## src/rtl/tzsp_pkg.sv

```systemverilog
// ----------------------------------------------------------------------------
// tzsp_pkg: shared definitions for the time-zone string parser
// Widths, reset values and the snapshot record that the parser hands to the
// offset stage when a string ends.
// ----------------------------------------------------------------------------
package tzsp_pkg;

  // Default number of characters in a zone name.
  localparam int NAME_CHARS_DEF = 3;

  // Width of one parsed number (signed, magnitude up to 65535).
  localparam int NUM_W = 17;

  // Width of a name field on the result bus.
  localparam int NAME_W = 24;

  // Width of the offset field on the result bus.
  localparam int OFS_W = 32;

  // Values after reset.
  localparam logic [NAME_W-1:0] STD_NAME_RST = 24'h505354;
  localparam logic [NAME_W-1:0] DST_NAME_RST = 24'h504454;
  localparam logic [OFS_W-1:0]  OFFSET_RST   = 32'hFFFF_F1F0;

  // Everything the offset stage needs from one finished string.
  typedef struct packed {
    logic signed [NUM_W-1:0] hour;
    logic signed [NUM_W-1:0] minute;
    logic signed [NUM_W-1:0] second;
    logic                    offset_neg;
    logic                    recompute;
    logic [NAME_W-1:0]       std_name;
    logic [NAME_W-1:0]       dst_name;
  } snap_t;

endpackage

```

## src/rtl/tzsp_offset.sv

```systemverilog
// ----------------------------------------------------------------------------
// tzsp_offset: offset arithmetic and result register
// Turns a finished snapshot into the signed offset in seconds and holds the
// result until the downstream side takes it. The offset register also keeps
// the stored offset that an empty string repeats.
// ----------------------------------------------------------------------------
module tzsp_offset import tzsp_pkg::*; (
  input  logic              clk_i,
  input  logic              rst_ni,
  // Snapshot from the parser
  input  logic              snap_valid_i,
  output logic              snap_ready_o,
  input  snap_t             snap_i,
  // Result
  output logic              res_valid_o,
  input  logic              res_ready_i,
  output logic [OFS_W-1:0]  offset_o,
  output logic [NAME_W-1:0] std_name_o,
  output logic [NAME_W-1:0] dst_name_o
);

  localparam int TW = OFS_W + 2;

  logic              valid_q;
  logic [OFS_W-1:0]  offset_q, offset_d;
  logic [NAME_W-1:0] std_q;
  logic [NAME_W-1:0] dst_q;
  logic              load;

  assign snap_ready_o = !valid_q || res_ready_i;
  assign load         = snap_valid_i && snap_ready_o;

  // Sign times ((hour * 60 + minute) * 60 + second).
  always_comb begin
    logic signed [NUM_W-1:0] h;
    logic signed [NUM_W-1:0] m;
    logic signed [NUM_W-1:0] s;
    logic signed [TW-1:0]    hm;
    logic signed [TW-1:0]    total;

    h     = snap_i.hour;
    m     = snap_i.minute;
    s     = snap_i.second;
    hm    = TW'(h) * TW'(60) + TW'(m);
    total = hm * TW'(60) + TW'(s);
    if (snap_i.offset_neg) begin
      total = -total;
    end
    offset_d = snap_i.recompute ? total[OFS_W-1:0] : offset_q;
  end

  // Result register.
  always_ff @(posedge clk_i or negedge rst_ni) begin
    if (!rst_ni) begin
      valid_q  <= 1'b0;
      offset_q <= OFFSET_RST;
    end else if (load) begin
      valid_q  <= 1'b1;
      offset_q <= offset_d;
    end else if (res_ready_i) begin
      valid_q <= 1'b0;
    end
  end

  always_ff @(posedge clk_i) begin
    if (load) begin
      std_q <= snap_i.std_name;
      dst_q <= snap_i.dst_name;
    end
  end

  assign res_valid_o = valid_q;
  assign offset_o    = offset_q;
  assign std_name_o  = std_q;
  assign dst_name_o  = dst_q;

endmodule

```

## config.mk

```make
export PLATFORM = sky130hd
export DESIGN_NAME = tzsp_offset
export DESIGN_NICKNAME = d
export VERILOG_FILES = /design/src/rtl/tzsp_pkg.sv /design/src/rtl/tzsp_offset.sv
export SDC_FILE = /design/constraint.sdc
export NUM_CORES = 1
export LEC_CHECK = 0
export BUFFER_PORTS_ARGS = -buffer_cell sky130_fd_sc_hd__buf_2
export CAP_MARGIN = 25
export CORE_MARGIN = 8
export CORE_UTILIZATION = 53
export CTS_CLUSTER_SIZE = 10
export DETAILED_ROUTE_END_ITERATION = 6
export HOLD_SLACK_MARGIN = 0.12
export PLACE_DENSITY = 0.79
export SLEW_MARGIN = 15
export SYNTH_ARGS = -nofsm -noshare
export SYNTH_HDL_FRONTEND = slang
export SYNTH_SLANG_ARGS = --single-unit
```

## constraint.sdc

```tcl
create_clock -name clk_i -period 2.65 [get_ports clk_i]
set_input_delay 0.53 -clock clk_i [delete_from_list [all_inputs] [get_ports clk_i]]
set_output_delay 0.53 -clock clk_i [all_outputs]
set_load 0.05 [all_outputs]
```

### After elaboration in Yosys (flattened, before gate mapping)

Index checks and enable logic that the tools add are counted.

* bits in read-only memories: 0
* output and inout bits: 82
* memories: 0
* flip-flop bits (word level): 81
* logic and storage cells: 17
* input port bits: 105
* RAM bits: 0
* latch bits: 0

* magnitude comparators: 0
* bitwise logic cells: 0
* shift operators: 0
* add/sub/neg operators: 3
* reductions and logical operators: 5
* mux-type cells: 3
* equality and inequality tests: 0
* multipliers: 2
* divide/modulo/power cells: 0

Operators with widths (number)
* $add 32x17->32: 1
* $mux 32: 1
* $neg 32->32: 1
* $mul 25x5->30 const B: 1
* $add 24x17->25: 1
* $mul 17x5->22 const B: 1
* $mux 1: 2
* $reduce_and 2->1: 1
* $reduce_bool 2->1: 1
* $logic_and 1x1->1: 1
* $logic_not 1->1: 1
* $logic_or 1x1->1: 1

### Logic depth before layout (Yosys ltp)

* word-level depth: 6
* gate-level depth with buffers: 50
* depth with buffers taken out: 50

### Worst setup path before layout

No wires, ideal clock.

* kind: in2reg
* start point: input snap_i[85] in the netlist's numbering
* end point: register offset_q[31], in the netlist offset_o[31]
* slack: -7.417 ns
* arrival time: 9.978 ns
* data required time: 2.561 ns
* stages: 46
* path buffers: 1
* setup time: 0.089 ns
* path through: ha_1 > xor2_1 > ha_1 > inv_1 > fa_1 > inv_1 > ha_1 > nor2b_1 > o21ai_0 > a21boi_0 > o21ai_0 > a21boi_0 > o21ai_0 > nand2b_1 > xor2_1 > ha_1 > and3_1 > a221o_1 > [... 10 more ...] > a21oi_1 > inv_1 > o311a_1 > nor2_1 > xnor2_1 > ha_1 > clkbuf_1 > a21o_1 > a21o_1 > a2111oi_0 > nor3_1 > or3_1 > a211o_1 > nand4b_1 > o41ai_1 > xnor2_1 > xnor2_1 > o21ai_1

* cells in the longest elaborated chain, start to end: 6

RTL lines
* from (decl): RTL line tzsp_offset.sv:13 `input snap_t snap_i,`
* $mul 17x5->22 *: RTL line tzsp_offset.sv:44 `hm = TW'(h) * TW'(60) + TW'(m);`
* $add 24x17->25 *: RTL line tzsp_offset.sv:44
* $mul 25x5->30 *: RTL line tzsp_offset.sv:45 `total = hm * TW'(60) + TW'(s);`
* $add 32x17->32 *: RTL line tzsp_offset.sv:45
* $neg 32->32: RTL line tzsp_offset.sv:47 `total = -total;`
* $mux 32 *: RTL line tzsp_offset.sv:46 `if (snap_i.offset_neg) begin`
* to (signal assigned): RTL line tzsp_offset.sv:59 `offset_q <= offset_d;`
* to (decl): RTL line tzsp_offset.sv:25 `logic [OFS_W-1:0] offset_q, offset_d;`

Mark *: on every way between the ends. The rest lies on a longest branch, timed or not.
A chain may end at the register's enable or synchronous reset.

### Worst setup path after layout

Ends and elaborated chain as after synthesis.

==> metrics.yaml <==
global_routing:
  grt_remaining_overflow: 0
  antenna_found_initial: 1
  grt_usage_pct: 27.74
  grt_pass1_wl_mm: 60.22
  first_global_vias: 12952
  grt_max_degree: 52
critical_path:
  endpoint: "offset_o[31]"
  cp.required_ps: 2940
  cpPeakStageDelay_ps: 760
  cp_slowest_cell: "fa_1"
  start_kind: "input port"
  r2r-start: "res_valid_o"
  worstSetupEndpointType: "register"
  cpMostUsedCell: "inv_2"
  worstReg2RegEnd: "offset_o[7]"
  critPathKind: "input port to register"
  critPathLaunch: "snap_i[85]"
  crit_arrival_ps: 11510
  r2r_cells: 6
  path_max_fanout: 5
  reg2reg_slack_ps: 730
cts:
  cts_tree: "built"
  worstSkewPairLatency_ps: 360
  cts_buffers: 9
  cts_hold_buf: 0
  clockRootBuffer: "clkbuf_16"
  cts_htree_levels: 3
  cts_buffer_depth: 2
  clk_pin_slew_worst_paths_ps: 70
  cts_sinks: 81
timing:
  fmax_mhz: 89.12
  min_period_ps: 11220
  setup_viol: 28
  rsz0062_at_grt: "true"
  final-hold-violation-count: 0
  period_share_pct: 423.4
  slew_headroom_pct: 37.52
  finalSetupTns_ps: -169770
  postLayoutSetupSlackWorst_ps: -8571
  maxSlewViolCount: 0
  fin_skew_ps: 8.103
  tightest_slew_ps: 931.6
routing:
  drc: 14
  final_antenna_net_count: 0
  vias: 13529
  post_drt_wl_per_cell_um: 25.67
  drt-initial-drc-count: 1950
  routed_wl_mm: 54.01
  dr.pass1.iters: 7
  viasPerCell: 6.430
yosys:
  synth.ff_latch_count: 81
  netlist_instances: 1232
  synthTopCellsByArea: "ha_1, edfxtp_1, fa_1, xnor2_1, inv_1"
  synth_fp_nets: 1564
  synth_commonest_cells: "inv_1, ha_1, nand2_1"
  synth_warnings: 0
  syn_avg_cell_area_um2: 8.958
  ys_types: 77
  synthFlopType: "edfxtp_1"
  synth_area_mm2: 0.01104
  synth.largest_area_cell: "ha_1"
  async_flop_share_pct: 40.74
  synth.most_common_cell: "inv_1"
  synth_edf_count: 48
  synth_top_area_share_pct: 18.03
  yosysSeqAreaShare_pct: 20.83
cells_and_area:
  area_growth_pct: 57.51
  final_nets: 2161
  final_util_pct: 85.37
  antenna_cells: 0
  drive_above_1_share_pct: 48.75
  final_cells: 2104
run:
  maxCapViolations: 0
floorplan:
  start_util_pct: 54.20
  core_area_mm2: 0.02036
  ioPinCount: 187
  die_x_um: 160.3
  row_count: 52
  die_y_um: 160.3
  fp.dieArea_mm2: 0.02570
placed_design:
  place_congestion: 0.8548
  io_buffers: 186
  dp_cells: 2023
  hpwl_mm: 24.32
run_status:
  violations: "design-rule violations, negative setup slack"
  outcome: "finished, violations left"
worst_hold_path:
  hp-class: "input port to async pin"
## how the worst min path moves through the flow
| stage | slack (ps) | end |
|---|---|---|
| floorplan | 230 | offset_o[0] |
| global placement | 450 | offset_o[18] |
| detailed placement | 450 | offset_o[28] |
| CTS | 250 | offset_o[11] |
| global route | 270 | res_valid_o |
| finish | 230 | res_valid_o |
## timing repair
item / in CTS / in global routing
endpoints found under the setup margin: 28 / 28
pin swaps: 69 / 64
gates resized for setup: 118 / 120
setup buffers: 38 / 30
## metrics by stage
stage	area (um^2)	hold WS (ps)	setup slack, ps
after detailed placement	15470	451.4	-7475
after floorplan	11610	234.4	-6794
after global routing	17380	270.4	-8907
after global placement	15470	449.2	-7144
final	17380	226.8	-8571
after CTS	16580	251.2	-6796
## metal layers
metal / global-route usage [%] / part of all wire (%)
met1: 27.89 / 31
met2: 52.62 / 45
met3: 5.061 / 13
met4: 16.10 / 11
met5: 0 / 0.026
## cell type report
class	instances	area, um^2
clock inverter	7	73.82
clock buffer	9	225.2
fill	853	2980
multi-input combinational	945	9515
timing repair buffer	608	4240
sequential	81	2298
tap	270	337.8
inverter	184	693.2
## placed cells by master, fill, tap and decap left out, types with 7 or more instances in the layout
cell type    n
xor2_2      12
a21o_1      27
o21ai_1     40
xnor2_2     11
edfxtp_1    48
nor3_2       7
xor2_1      37
ha_4        39
nand2_1     74
o21a_1      17
a21oi_1     58
nor2_2       9
buf_6       27
xnor2_1     66
fa_1        66
buf_4      395
dfstp_2     25
nor2b_1     13
o21ai_2     16
mux2i_1      7
dfrtp_1      8
nor3_1      13
nand3_1     12
inv_1      160
nor2_1      43
ha_1       117
nand2_2     10
a21oi_2     17
o21ai_0     37
nand2b_1    18
inv_2       23
clkbuf_16    9
buf_2      183
## registers in the layout (all words and copies together) (netlist names)
register	flops
res_valid_o	1
dst_name_o	24
std_name_o	24
offset_o	32
## kinds of logic after synthesis
group | share of synthesized area (%)
AO/OA/AOI/OAI | 18.24
adder cells (fa/ha/maj) | 30.36
buffers and inverters | 7.040
AND/OR/NAND/NOR | 11.91
multiplexers | 0.8389
XOR/XNOR | 10.78
flip-flops | 20.83
## critical path: cells and delay by family
| kind | cells | cell delay, ps |
|---|---|---|
| buffers and inverters | 9 | 960 |
| xor gates and xnor gates | 6 | 1660 |
| AOI/OAI and AO/OA | 14 | 3290 |
| and+or+nand+nor | 8 | 1530 |
| adders and majority gates | 9 | 3530 |
Power is left out: the tool's default activity adds up to more than one toggle a clock period on the data nets, which glitch-free logic cannot reach.
